## src/sv/dms_pkg.sv

```systemverilog
// shared types and constants for the dark marker sync detector
`timescale 1ns / 1ps
package dms_pkg;
  localparam int CenterW = 16;
  localparam int EdgeW   = 17;
  localparam int TotalW  = 36;
  localparam int AvgW    = 16;
  localparam int WinW    = 12;

  typedef enum logic [1:0] {
    CFG_FPS  = 2'd0,
    CFG_QTY  = 2'd1,
    CFG_RWS  = 2'd2,
    CFG_BLK  = 2'd3
  } cfg_idx_t;

  typedef enum logic [2:0] {
    ST_IDLE   = 3'd0,
    ST_DIV    = 3'd1,
    ST_STORE  = 3'd2,
    ST_SCAN   = 3'd3,
    ST_OUT    = 3'd4
  } back_state_t;

  // per-frame flags the front classifier hands to the back end
  typedef struct packed {
    logic drop;
    logic request;
    logic fast;
    logic marker;
    logic record;
  } frame_flags_t;
endpackage

```

## src/sv/dms_front.sv

```systemverilog
// front stage: fall/rise classification, marker tracking and scan control
`timescale 1ns / 1ps
module dms_front #(
  parameter int FRAME_BITS = 20
) (
  input  logic                    clk,
  input  logic                    rst_n,
  input  logic                    in_valid,
  output logic                    in_stall,
  input  logic [FRAME_BITS-1:0]   in_frame_number,
  input  logic [15:0]             in_center_mean,
  input  logic [16:0]             in_edge_mean_sum,
  input  logic [7:0]              fps,
  input  logic [3:0]              rws,
  input  logic [16:0]             blk,
  input  logic                    q_full,
  output logic                    q_push,
  output dms_pkg::frame_flags_t   q_flags,
  output logic [FRAME_BITS-1:0]   q_first,
  output logic [FRAME_BITS-1:0]   q_last,
  output logic [35:0]             q_total,
  output logic [FRAME_BITS:0]     q_len,
  output logic [11:0]             q_window
);
  logic [15:0]           prev_r, prev_nxt;
  logic                  seen_r, seen_nxt;
  logic                  inm_r, inm_nxt;
  logic [35:0]           tot_r, tot_nxt;
  logic [FRAME_BITS-1:0] mbeg_r, mbeg_nxt;
  logic [FRAME_BITS-1:0] dfr_r, dfr_nxt;
  logic                  fast_r, fast_nxt;
  logic [FRAME_BITS-1:0] rlim_r, rlim_nxt;

  logic        acc;
  logic [11:0] window;
  logic [16:0] p2dn, p2up;
  logic        fall, rise;
  logic [FRAME_BITS:0] len;
  logic        drop, req, rec;

  assign in_stall = q_full;
  assign acc      = in_valid && !q_full;
  assign window   = 12'(rws) * 12'(fps);
  assign p2dn = {1'b0, prev_r - in_center_mean} << 1;
  assign p2up = {1'b0, in_center_mean - prev_r} << 1;
  assign fall = (in_center_mean < prev_r) && (p2dn > {1'b0, prev_r});
  assign rise = (in_center_mean > prev_r) && (p2up > {1'b0, prev_r});

  always_comb begin
    prev_nxt = in_center_mean;
    seen_nxt = seen_r;
    inm_nxt  = inm_r;
    tot_nxt  = tot_r;
    mbeg_nxt = mbeg_r;
    dfr_nxt  = dfr_r;
    fast_nxt = fast_r;
    rlim_nxt = rlim_r;
    drop = 1'b0;
    req  = 1'b0;
    rec  = 1'b0;
    len  = '0;
    if (prev_r != '0) begin
      if (seen_r) begin
        if (!inm_r && in_edge_mean_sum < blk) begin
          inm_nxt  = 1'b1;
          tot_nxt  = '0;
          mbeg_nxt = in_frame_number;
        end
        if (inm_nxt) begin
          if (rise) begin
            len      = {1'b0, in_frame_number} - {1'b0, mbeg_nxt};
            seen_nxt = 1'b0;
            inm_nxt  = 1'b0;
            rec = !len[FRAME_BITS] && (len != '0) &&
                  ({len, 1'b0} > (FRAME_BITS+2)'(fps));
            fast_nxt = 1'b1;
          end else begin
            tot_nxt = ({1'b0, tot_nxt} + 37'(in_center_mean)) > 37'(36'hFFFFFFFFF)
                      ? 36'hFFFFFFFFF : 36'(tot_nxt + 36'(in_center_mean));
          end
        end else if ({1'b0, in_frame_number} >
                     ({1'b0, dfr_r} + (FRAME_BITS+1)'(window))) begin
          fast_nxt = 1'b1;
          seen_nxt = 1'b0;
        end
      end else if (fall) begin
        drop    = 1'b1;
        dfr_nxt = in_frame_number;
        if (!fast_r) seen_nxt = 1'b1;
      end
    end
    if (drop && fast_r && in_frame_number > rlim_r) begin
      rlim_nxt = in_frame_number;
      fast_nxt = 1'b0;
      req      = 1'b1;
    end
  end

  always_ff @(posedge clk) begin
    if (!rst_n) begin
      prev_r <= '0; seen_r <= 1'b0; inm_r <= 1'b0; tot_r <= '0;
      mbeg_r <= '0; dfr_r <= '0; fast_r <= 1'b1; rlim_r <= '0;
    end else if (acc) begin
      prev_r <= prev_nxt; seen_r <= seen_nxt; inm_r <= inm_nxt; tot_r <= tot_nxt;
      mbeg_r <= mbeg_nxt; dfr_r <= dfr_nxt; fast_r <= fast_nxt; rlim_r <= rlim_nxt;
    end
  end

  assign q_push   = acc;
  assign q_flags  = '{drop: drop, request: req, fast: fast_nxt, marker: inm_nxt,
                      record: rec};
  assign q_first  = mbeg_nxt;
  assign q_last   = in_frame_number;
  assign q_total  = tot_r;
  assign q_len    = len;
  assign q_window = req ? window : '0;
endmodule

```

## src/sv/dms_back.sv

```systemverilog
// back end: serial divide, mark table update and best-mark scan
`timescale 1ns / 1ps
module dms_back #(
  parameter int FRAME_BITS = 20,
  parameter int MAX_MARKS  = 8
) (
  input  logic                  clk,
  input  logic                  rst_n,
  input  logic                  q_valid,
  output logic                  q_pop,
  input  dms_pkg::frame_flags_t q_flags,
  input  logic [FRAME_BITS-1:0] q_first,
  input  logic [FRAME_BITS-1:0] q_last,
  input  logic [35:0]           q_total,
  input  logic [FRAME_BITS:0]   q_len,
  input  logic [11:0]           q_window,
  input  logic [3:0]            qty,
  output logic                  out_valid,
  input  logic                  out_stall,
  output logic                  out_drop_detected,
  output logic                  out_rewind_request,
  output logic [11:0]           out_rewind_frames,
  output logic                  out_fast_scan,
  output logic                  out_in_marker,
  output logic                  out_marks_changed,
  output logic                  out_best_valid,
  output logic [FRAME_BITS-1:0] out_best_start,
  output logic [FRAME_BITS-1:0] out_best_end,
  output logic [15:0]           out_best_average
);
  localparam int IW = (MAX_MARKS > 1) ? $clog2(MAX_MARKS) : 1;
  localparam int CW = $clog2(MAX_MARKS + 1);
  localparam int DW = 36;
  localparam int LW = FRAME_BITS + 1;

  dms_pkg::back_state_t st_r, st_nxt;

  logic [FRAME_BITS-1:0] mbeg [MAX_MARKS];
  logic [FRAME_BITS-1:0] mfin [MAX_MARKS];
  logic [15:0]           mavg [MAX_MARKS];

  logic [CW-1:0]  cnt_r;
  logic [DW-1:0]  quo_r;
  logic [LW:0]    rem_r;
  logic [5:0]     step_r;
  logic [CW-1:0]  idx_r;
  logic           pick_ok_r, best_ok_r, chg_r;
  logic [IW-1:0]  pick_r;
  logic [15:0]    top_r, bavg_r;
  logic [FRAME_BITS-1:0] bst_r, ben_r;
  logic [15:0]    avg_r;
  dms_pkg::frame_flags_t fl_r;
  logic [FRAME_BITS-1:0] first_r, last_r;
  logic [LW-1:0]  len_r;
  logic [11:0]    win_r;

  logic [CW-1:0]  lim;
  logic [LW:0]    rsh;
  logic           sub_ok;
  logic [IW-1:0]  ix;
  logic           out_take;

  assign lim = ({1'b0, qty} > 5'(MAX_MARKS)) ? CW'(MAX_MARKS) : CW'(qty);
  assign rsh = {rem_r[LW-1:0], quo_r[DW-1]};
  assign sub_ok = rsh >= {1'b0, len_r};
  assign ix = idx_r[IW-1:0];
  assign out_take = out_valid && !out_stall;

  // next state
  always_comb begin
    st_nxt = st_r;
    case (st_r)
      dms_pkg::ST_IDLE:  if (q_valid) st_nxt = dms_pkg::ST_DIV;
      dms_pkg::ST_DIV:   if (!fl_r.record || step_r == 6'(DW)) st_nxt = dms_pkg::ST_STORE;
      dms_pkg::ST_STORE: if (!fl_r.record || cnt_r < lim || idx_r == cnt_r)
                           st_nxt = dms_pkg::ST_SCAN;
      dms_pkg::ST_SCAN:  if (idx_r == cnt_r) st_nxt = dms_pkg::ST_OUT;
      dms_pkg::ST_OUT:   if (out_take) st_nxt = dms_pkg::ST_IDLE;
      default:           st_nxt = dms_pkg::ST_IDLE;
    endcase
  end

  // outputs of the sequencer
  always_comb begin
    q_pop     = (st_r == dms_pkg::ST_IDLE) && q_valid;
    out_valid = (st_r == dms_pkg::ST_OUT);
  end

  always_ff @(posedge clk) begin
    if (!rst_n) begin
      st_r  <= dms_pkg::ST_IDLE;
      cnt_r <= '0;
    end else begin
      st_r <= st_nxt;
      if (st_r == dms_pkg::ST_STORE && fl_r.record && cnt_r < lim)
        cnt_r <= cnt_r + 1'b1;
    end
  end

  always_ff @(posedge clk) begin
    case (st_r)
      dms_pkg::ST_IDLE: begin
        fl_r <= q_flags; first_r <= q_first; last_r <= q_last;
        len_r <= q_len; win_r <= q_window; quo_r <= q_total;
        rem_r <= '0; step_r <= '0; idx_r <= '0; chg_r <= 1'b0;
        pick_ok_r <= 1'b0; top_r <= '0; pick_r <= '0;
      end
      dms_pkg::ST_DIV: begin
        if (fl_r.record && step_r != 6'(DW)) begin
          rem_r  <= sub_ok ? rsh - {1'b0, len_r} : rsh;
          quo_r  <= {quo_r[DW-2:0], sub_ok};
          step_r <= step_r + 1'b1;
        end else begin
          avg_r <= (quo_r > 36'hFFFF) ? 16'hFFFF : quo_r[15:0];
        end
      end
      dms_pkg::ST_STORE: begin
        if (fl_r.record) begin
          if (cnt_r < lim) begin
            mbeg[cnt_r[IW-1:0]] <= first_r; mfin[cnt_r[IW-1:0]] <= last_r;
            mavg[cnt_r[IW-1:0]] <= avg_r; chg_r <= 1'b1;
          end else if (idx_r != cnt_r) begin
            if (mavg[ix] > avg_r && mavg[ix] > top_r) begin
              top_r <= mavg[ix]; pick_r <= ix; pick_ok_r <= 1'b1;
            end
            idx_r <= idx_r + 1'b1;
          end
        end
        if (st_nxt == dms_pkg::ST_SCAN) begin
          idx_r <= '0; best_ok_r <= 1'b0; bavg_r <= 16'hFFFF;
          if (pick_ok_r) begin
            mbeg[pick_r] <= first_r; mfin[pick_r] <= last_r;
            mavg[pick_r] <= avg_r; chg_r <= 1'b1;
          end
        end
      end
      dms_pkg::ST_SCAN: begin
        if (idx_r != cnt_r) begin
          if (mavg[ix] != '0 && (!best_ok_r || mavg[ix] < bavg_r)) begin
            bavg_r <= mavg[ix]; bst_r <= mbeg[ix]; ben_r <= mfin[ix];
            best_ok_r <= 1'b1;
          end
          idx_r <= idx_r + 1'b1;
        end
      end
      default: ;
    endcase
  end

  assign out_drop_detected  = fl_r.drop;
  assign out_rewind_request = fl_r.request;
  assign out_rewind_frames  = win_r;
  assign out_fast_scan      = fl_r.fast;
  assign out_in_marker      = fl_r.marker;
  assign out_marks_changed  = chg_r;
  assign out_best_valid     = best_ok_r;
  assign out_best_start     = best_ok_r ? bst_r : '0;
  assign out_best_end       = best_ok_r ? ben_r : '0;
  assign out_best_average   = best_ok_r ? bavg_r : '0;
endmodule

```

## src/sv/dark_marker_sync_detector_unit.sv

```systemverilog
// top level of the dark marker sync detector
`timescale 1ns / 1ps
// a beat with no recorded mark passes through the back end's divide, store, scan and output states
// a recorded mark adds a 36-step serial divide and, on a full table, a replace
// search over the stored marks
// the back end takes the next beat only after the last one's result is taken at the output
// the front classifies a beat per cycle into a two-entry queue, stalling while it is full
// reset: synchronous active-low, control state and config to defaults
module dark_marker_sync_detector_unit #(
  parameter int MAX_MARKS  = 8,
  parameter int FRAME_BITS = 20
) (
  input  logic                  clk,
  input  logic                  rst_n,
  input  logic                  cfg_we,
  input  logic [1:0]            cfg_index,
  input  logic [16:0]           cfg_wdata,
  input  logic                  in_valid,
  output logic                  in_stall,
  input  logic [FRAME_BITS-1:0] in_frame_number,
  input  logic [15:0]           in_center_mean,
  input  logic [16:0]           in_edge_mean_sum,
  output logic                  out_valid,
  input  logic                  out_stall,
  output logic                  out_drop_detected,
  output logic                  out_rewind_request,
  output logic [11:0]           out_rewind_frames,
  output logic                  out_fast_scan,
  output logic                  out_in_marker,
  output logic                  out_marks_changed,
  output logic                  out_best_valid,
  output logic [FRAME_BITS-1:0] out_best_start,
  output logic [FRAME_BITS-1:0] out_best_end,
  output logic [15:0]           out_best_average
);
  localparam int QW = 5 + 2*FRAME_BITS + 36 + FRAME_BITS + 1 + 12;

  // configuration registers
  logic [7:0]  fps_r;
  logic [3:0]  qty_r, rws_r;
  logic [16:0] blk_r;

  always_ff @(posedge clk) begin
    if (!rst_n) begin
      fps_r <= 8'd30; qty_r <= 4'd1; rws_r <= 4'd4; blk_r <= 17'd3840;
    end else if (cfg_we) begin
      case (dms_pkg::cfg_idx_t'(cfg_index))
        dms_pkg::CFG_FPS: fps_r <= cfg_wdata[7:0];
        dms_pkg::CFG_QTY: qty_r <= cfg_wdata[3:0];
        dms_pkg::CFG_RWS: rws_r <= cfg_wdata[3:0];
        dms_pkg::CFG_BLK: blk_r <= cfg_wdata;
        default: ;
      endcase
    end
  end

  // front to back queue, two entries
  logic                  q_push, q_pop, q_full, q_valid;
  dms_pkg::frame_flags_t f_flags;
  logic [FRAME_BITS-1:0] f_first, f_last;
  logic [35:0]           f_total;
  logic [FRAME_BITS:0]   f_len;
  logic [11:0]           f_win;
  logic [QW-1:0]         qmem [2];
  logic [QW-1:0]         qhead;
  logic                  wp_r, rp_r;
  logic [1:0]            qn_r;

  dms_front #(.FRAME_BITS(FRAME_BITS)) u_front (
    .clk, .rst_n, .in_valid, .in_stall, .in_frame_number, .in_center_mean,
    .in_edge_mean_sum, .fps(fps_r), .rws(rws_r), .blk(blk_r), .q_full,
    .q_push, .q_flags(f_flags), .q_first(f_first), .q_last(f_last),
    .q_total(f_total), .q_len(f_len), .q_window(f_win)
  );

  assign q_full  = qn_r == 2'd2;
  assign q_valid = qn_r != 2'd0;
  assign qhead   = qmem[rp_r];

  always_ff @(posedge clk) begin
    if (q_push) qmem[wp_r] <= {f_flags, f_first, f_last, f_total, f_len, f_win};
    if (!rst_n) begin
      wp_r <= 1'b0; rp_r <= 1'b0; qn_r <= '0;
    end else begin
      if (q_push) wp_r <= ~wp_r;
      if (q_pop)  rp_r <= ~rp_r;
      qn_r <= qn_r + 2'(q_push) - 2'(q_pop);
    end
  end

  dms_back #(.FRAME_BITS(FRAME_BITS), .MAX_MARKS(MAX_MARKS)) u_back (
    .clk, .rst_n, .q_valid, .q_pop,
    .q_flags(dms_pkg::frame_flags_t'(qhead[QW-1 -: 5])),
    .q_first(qhead[QW-6 -: FRAME_BITS]),
    .q_last(qhead[QW-6-FRAME_BITS -: FRAME_BITS]),
    .q_total(qhead[QW-6-2*FRAME_BITS -: 36]),
    .q_len(qhead[12 +: FRAME_BITS+1]),
    .q_window(qhead[11:0]),
    .qty(qty_r), .out_valid, .out_stall, .out_drop_detected, .out_rewind_request,
    .out_rewind_frames, .out_fast_scan, .out_in_marker, .out_marks_changed,
    .out_best_valid, .out_best_start, .out_best_end, .out_best_average
  );
endmodule

```

## config.mk

```make
export PLATFORM = sky130hd
export DESIGN_NAME = dark_marker_sync_detector_unit
export DESIGN_NICKNAME = d
export VERILOG_FILES = /design/src/sv/dms_pkg.sv /design/src/sv/dms_front.sv /design/src/sv/dms_back.sv /design/src/sv/dark_marker_sync_detector_unit.sv
export SDC_FILE = /design/constraint.sdc
export NUM_CORES = 2
export LEC_CHECK = 0
export BUFFER_PORTS_ARGS = -buffer_cell sky130_fd_sc_hd__buf_2
export CAP_MARGIN = 20
export CORE_MARGIN = 2
export CORE_UTILIZATION = 35
export DETAILED_ROUTE_END_ITERATION = 10
export GPL_TIMING_DRIVEN = 0
export HOLD_SLACK_MARGIN = 0.15
export PLACE_DENSITY = 0.6
export SLEW_MARGIN = 20
export SYNTH_ARGS = -nofsm -noshare
export SYNTH_HDL_FRONTEND = slang
export SYNTH_SLANG_ARGS = --single-unit
```

## constraint.sdc

```tcl
create_clock -name clk -period 8.6 [get_ports clk]
set_input_delay 1.29 -clock clk [delete_from_list [all_inputs] [get_ports clk]]
set_output_delay 1.29 -clock clk [all_outputs]
set_load 0.01 [all_outputs]
```

==> out/metrics.sh <==
STATUS='completed'
SYNTHFLOPTYPE='edfxtp_1'
FLOORPLAN.CORE_AREA_UM2=143000
CRITPATHLAUNCHTYPE='input pin'
CRITICAL-PATH-TOP-CELL-BY-COUNT='clkbuf_1'
REPORTED_MAX_CAP_VIOLATION_COUNT=0
POST_DRT_VIA_CELL_RATIO=5.14
REMAINING_ROUTING_DRC_VIOLATIONS=0
MAX_STAGE_DELAY_PS=500
MOST-COMMON-LAYOUT-CELLS='edfxtp_1 (915), nand2_1 (315), ha_1 (267)'
SYNTHCELLS=3807
FIRST_GLOBAL_VIAS=31100
FINALWORSTPATHREQUIREDPERIOD_PS=7360
DETAIL_ROUTE.WL_PER_CELL_UM=20.3
TIMING.SLEW.HEADROOM_PCT=24.3
FINALWORSTSETUPSLACK_PS=1240
F_MAX_MHz=136
SYN-MEAN-INSTANCE-AREA_UM2=13.3
MAX_SLEW.WORST_PIN.SLEW_PS=1140
POSTLAYOUTCELLAREA_UM2=58600
CRITICAL_PATH_CLASS='in -> reg'
YOSYS_REGISTER_BITS=1078
PLACE_CONGESTION=0.881
NUM-NETS-FINAL=4483
CRITPATHLAUNCH='in_edge_mean_sum[14]'
CRITICAL_PATH_DEPTH=23
DRIVE_ABOVE_1_SHARE_PCT=15.7
POSTPLACECELLAREA_UM2=55000
FIRST_PASS_ITERS=5
ROUTED-VIA-COUNT=31500
PWR_DENSITY_CELL_nW_PER_UM2=274
CLK-INSERTION-DELAY-LATE_PS=720
IO_PINS=153
WORSTPATHARRIVAL_PS=7940
SEQ_AREA_FRAC_SYNTH_PCT=60.8
RSZ0062_AT_GRT='false'
PLACEMENTROWS=139
CTS_HOLD_BUFFERS=0
CLOCK_TREE.BUFFER_DEPTH=3
WORST-PATH-BUF-INV=6
CTSROOTBUFFERMASTER='clkbuf_16'
SYNTH-EDFF-COUNT=915
WORST-ENDPOINT-REQUIRED_PS=9180
PATH_CELLS='buf_2 > ha_1 > a21o_1 > a21o_1 > a211oi_1 > and2_1 > clkbuf_1 > nand2_1 > clkbuf_1 > clkbuf_1 > and2_1 > ha_1 > inv_1 > fa_1 > nor2b_1 > o31a_1 > o41a_1 > o311ai_1 > a31oi_1 > nand4_1 > clkbuf_1 > nor3_1 > a311o_1'
TIMING.CRITICAL_PATH.MAX_DELAY_FAMILY='compound AO/OA/AOI/OAI gates'
LEAKAGEPOWER_nW=20.4
BUFFER_PORTS.INSERTED=151
STANDARD_CELL_WITH_THE_MAXIMUM_STAGE_DELAY_ON_THE_CRITICAL_PATH='nand2_1'
POSTROUTEANTENNANETS=0
TRITONCTS='yes'
PEAKVDDDROP_mV=0.224
FINAL_PERIOD_UTILIZATION_PCT=85.5
NETLIST-CELL-TYPE-COUNT=85
REG2REG_TO='u_front.q_total[29]'
ROUTE.FINAL.WIRE_LENGTH_MM=124
CHIPHEIGHT_UM=384
POST_CTS_SETUP_BUFFERS=0
FLOORPLAN.INITIALDENSITY_PCT=35.2
TIMING_MAX_TRANSITION_VIOLATIONS_FINAL=0
DRT_FIRST_ITER_VIOLATIONS=2577
CTS_RESIZED=0
PATH_CLK_SLEW_PS=60
GRT_FIRST_PASS_WIRELENGTH_MM=189
GRT_ANTENNA_BEFORE_REPAIR=9
WORST_CLOCK_SKEW_PS=51.8
REPORT.FINAL.SETUP_VIOL=0
SYNTHARSTFLOPSHARE_PCT=0
GRT_OVERFLOW_TOTAL=0
FINAL_CORE_UTILIZATION_PCT=40.8
FINAL_COMMON_CELL='edfxtp_1'
REGTOREGSTARTPOINT='blk_r[14]'
DIE_WIDTH_UM=384
YOSYS_WARNINGS=0
FF2FF_SETUP_SLACK_PS=1600
AREA_GROWTH_SYN_TO_LAYOUT_PCT=15.9
CP_MAX_FO=10
CTS_INSERTED_BUFFERS=112
REG2REG_DEPTH=23
GRT.TOTAL_USAGE_PCT=16.7
SYNTH_FP_NETS=4169
HOLD_PATH.CLASS='reg -> reg'
DIE-AREA_UM2=147000
HTREE_NUM_LEVELS=3
PLACE.DETAILED.HPWL_MM=90.8
CTS_NUM_SINKS=1078
DPL_WORST_SLACK_PS=704
CRIT_END='u_front.q_total[29]'
ENDPOINT_KIND='register'
MAPPEDNETLISTAREA_UM2=50500
GRT_MAX_DEGREE=66
FINAL_HOLD_VIOL_COUNT=0
[metrics by stage]
step	hold WS, ps	power [mW]	setup TNS, ps	instances
finish	459	16.1	0	6130
floorplan	424	10.1	0	3807
CTS	458	16.2	0	6123
global placement	449	11.4	-2067080	5861
detailed placement	450	11.5	0	5910
global route	479	16.9	0	6124
[metal layers]
layer | vias to the layer above | track usage (%) | part of all wire [%]
li1 | 14900 | - | -
met2 | 797 | 27.1 | 47
met4 | 4 | 5.05 | 2.6
met1 | 15700 | 22.9 | 45
met3 | 185 | 2.71 | 5.0
met5 | - | 0 | 0.024
[power by group]
part	internal, mW	leakage [nW]	switching [mW]	total [mW]
Combinational	1.62	9.22	2.49	4.11
Clock	2.60	1.73	2.06	4.67
Sequential	6.83	9.47	0.450	7.28
[final cells by class]
type | count | area (um2)
antenna | 7 | 17.5
sequential | 1078 | 30700
tap | 1903 | 2380
clock buffer | 151 | 3050
fill | 13200 | 84900
clock inverter | 62 | 541
multi-input combinational | 2334 | 18500
inverter | 235 | 887
buffer | 160 | 639
timing repair buffer | 200 | 1860
[sequential cells by signal, indices dropped and copies added (netlist names), 21 cells and up, named ones only]
signal,flops
qmem,228
u_back.mbeg,160
u_back.mfin,160
u_back.mavg,128
u_back.quo_r,36
u_front.q_total,36
u_back.len_r,21
u_back.rem_r,21
[kinds of logic (layout without fill, tap and decap cells)]
group	count (synthesis)	in the layout	share of synthesized area [%]
xor gates and xnor gates	105	105	1.82
and+or+nand+nor	963	963	9.38
adders and majority gates	285	285	7.32
other	0	7	0
DFF	1078	1078	60.8
AOI/OAI and AO/OA	659	659	8.19
buffers and inverters	395	808	3.00
muxes	322	322	9.45
[synthesized netlist by cell type (all sizes together) (88+ instances only)]
master	instances	area [um2]
a21oi	237	1190
and2	123	769
clkbuf	116	435
dfxtp	163	3260
edfxtp	915	27500
ha	267	3340
inv	235	882
mux2	122	1370
mux2i	88	881
mux4	112	2520
nand2	316	1190
nor2	174	661
o21ai	146	734
[worst reg2reg max path, stage by stage, from the launching register on]
cell and delay [ps]:
dfxtp_1 330, inv_1 50, ha_1 280, a21o_1 190
a21o_1 180, a211oi_1 460, and2_1 200, clkbuf_1 220
nand2_1 500, clkbuf_1 490, clkbuf_1 370, and2_1 260
ha_1 190, inv_1 70, fa_1 200, nor2b_1 70
o31a_1 270, o41a_1 360, o311ai_1 430, a31oi_1 450
nand4_1 330, clkbuf_1 430, nor3_1 220, a311o_1 350
[worst min path at each step]
stage,to,from,slack (ps),depth (start not counted)
after floorplan,qmem[0][52],u_front.q_total[19],420,0
after global placement,blk_r[13],blk_r[13],450,2
after detailed placement,blk_r[15],blk_r[15],450,2
after CTS,blk_r[15],blk_r[15],460,2
after global routing,blk_r[4],blk_r[4],480,2
final,blk_r[15],blk_r[15],460,2
Note: power is estimated with default switching activity, not from simulation.
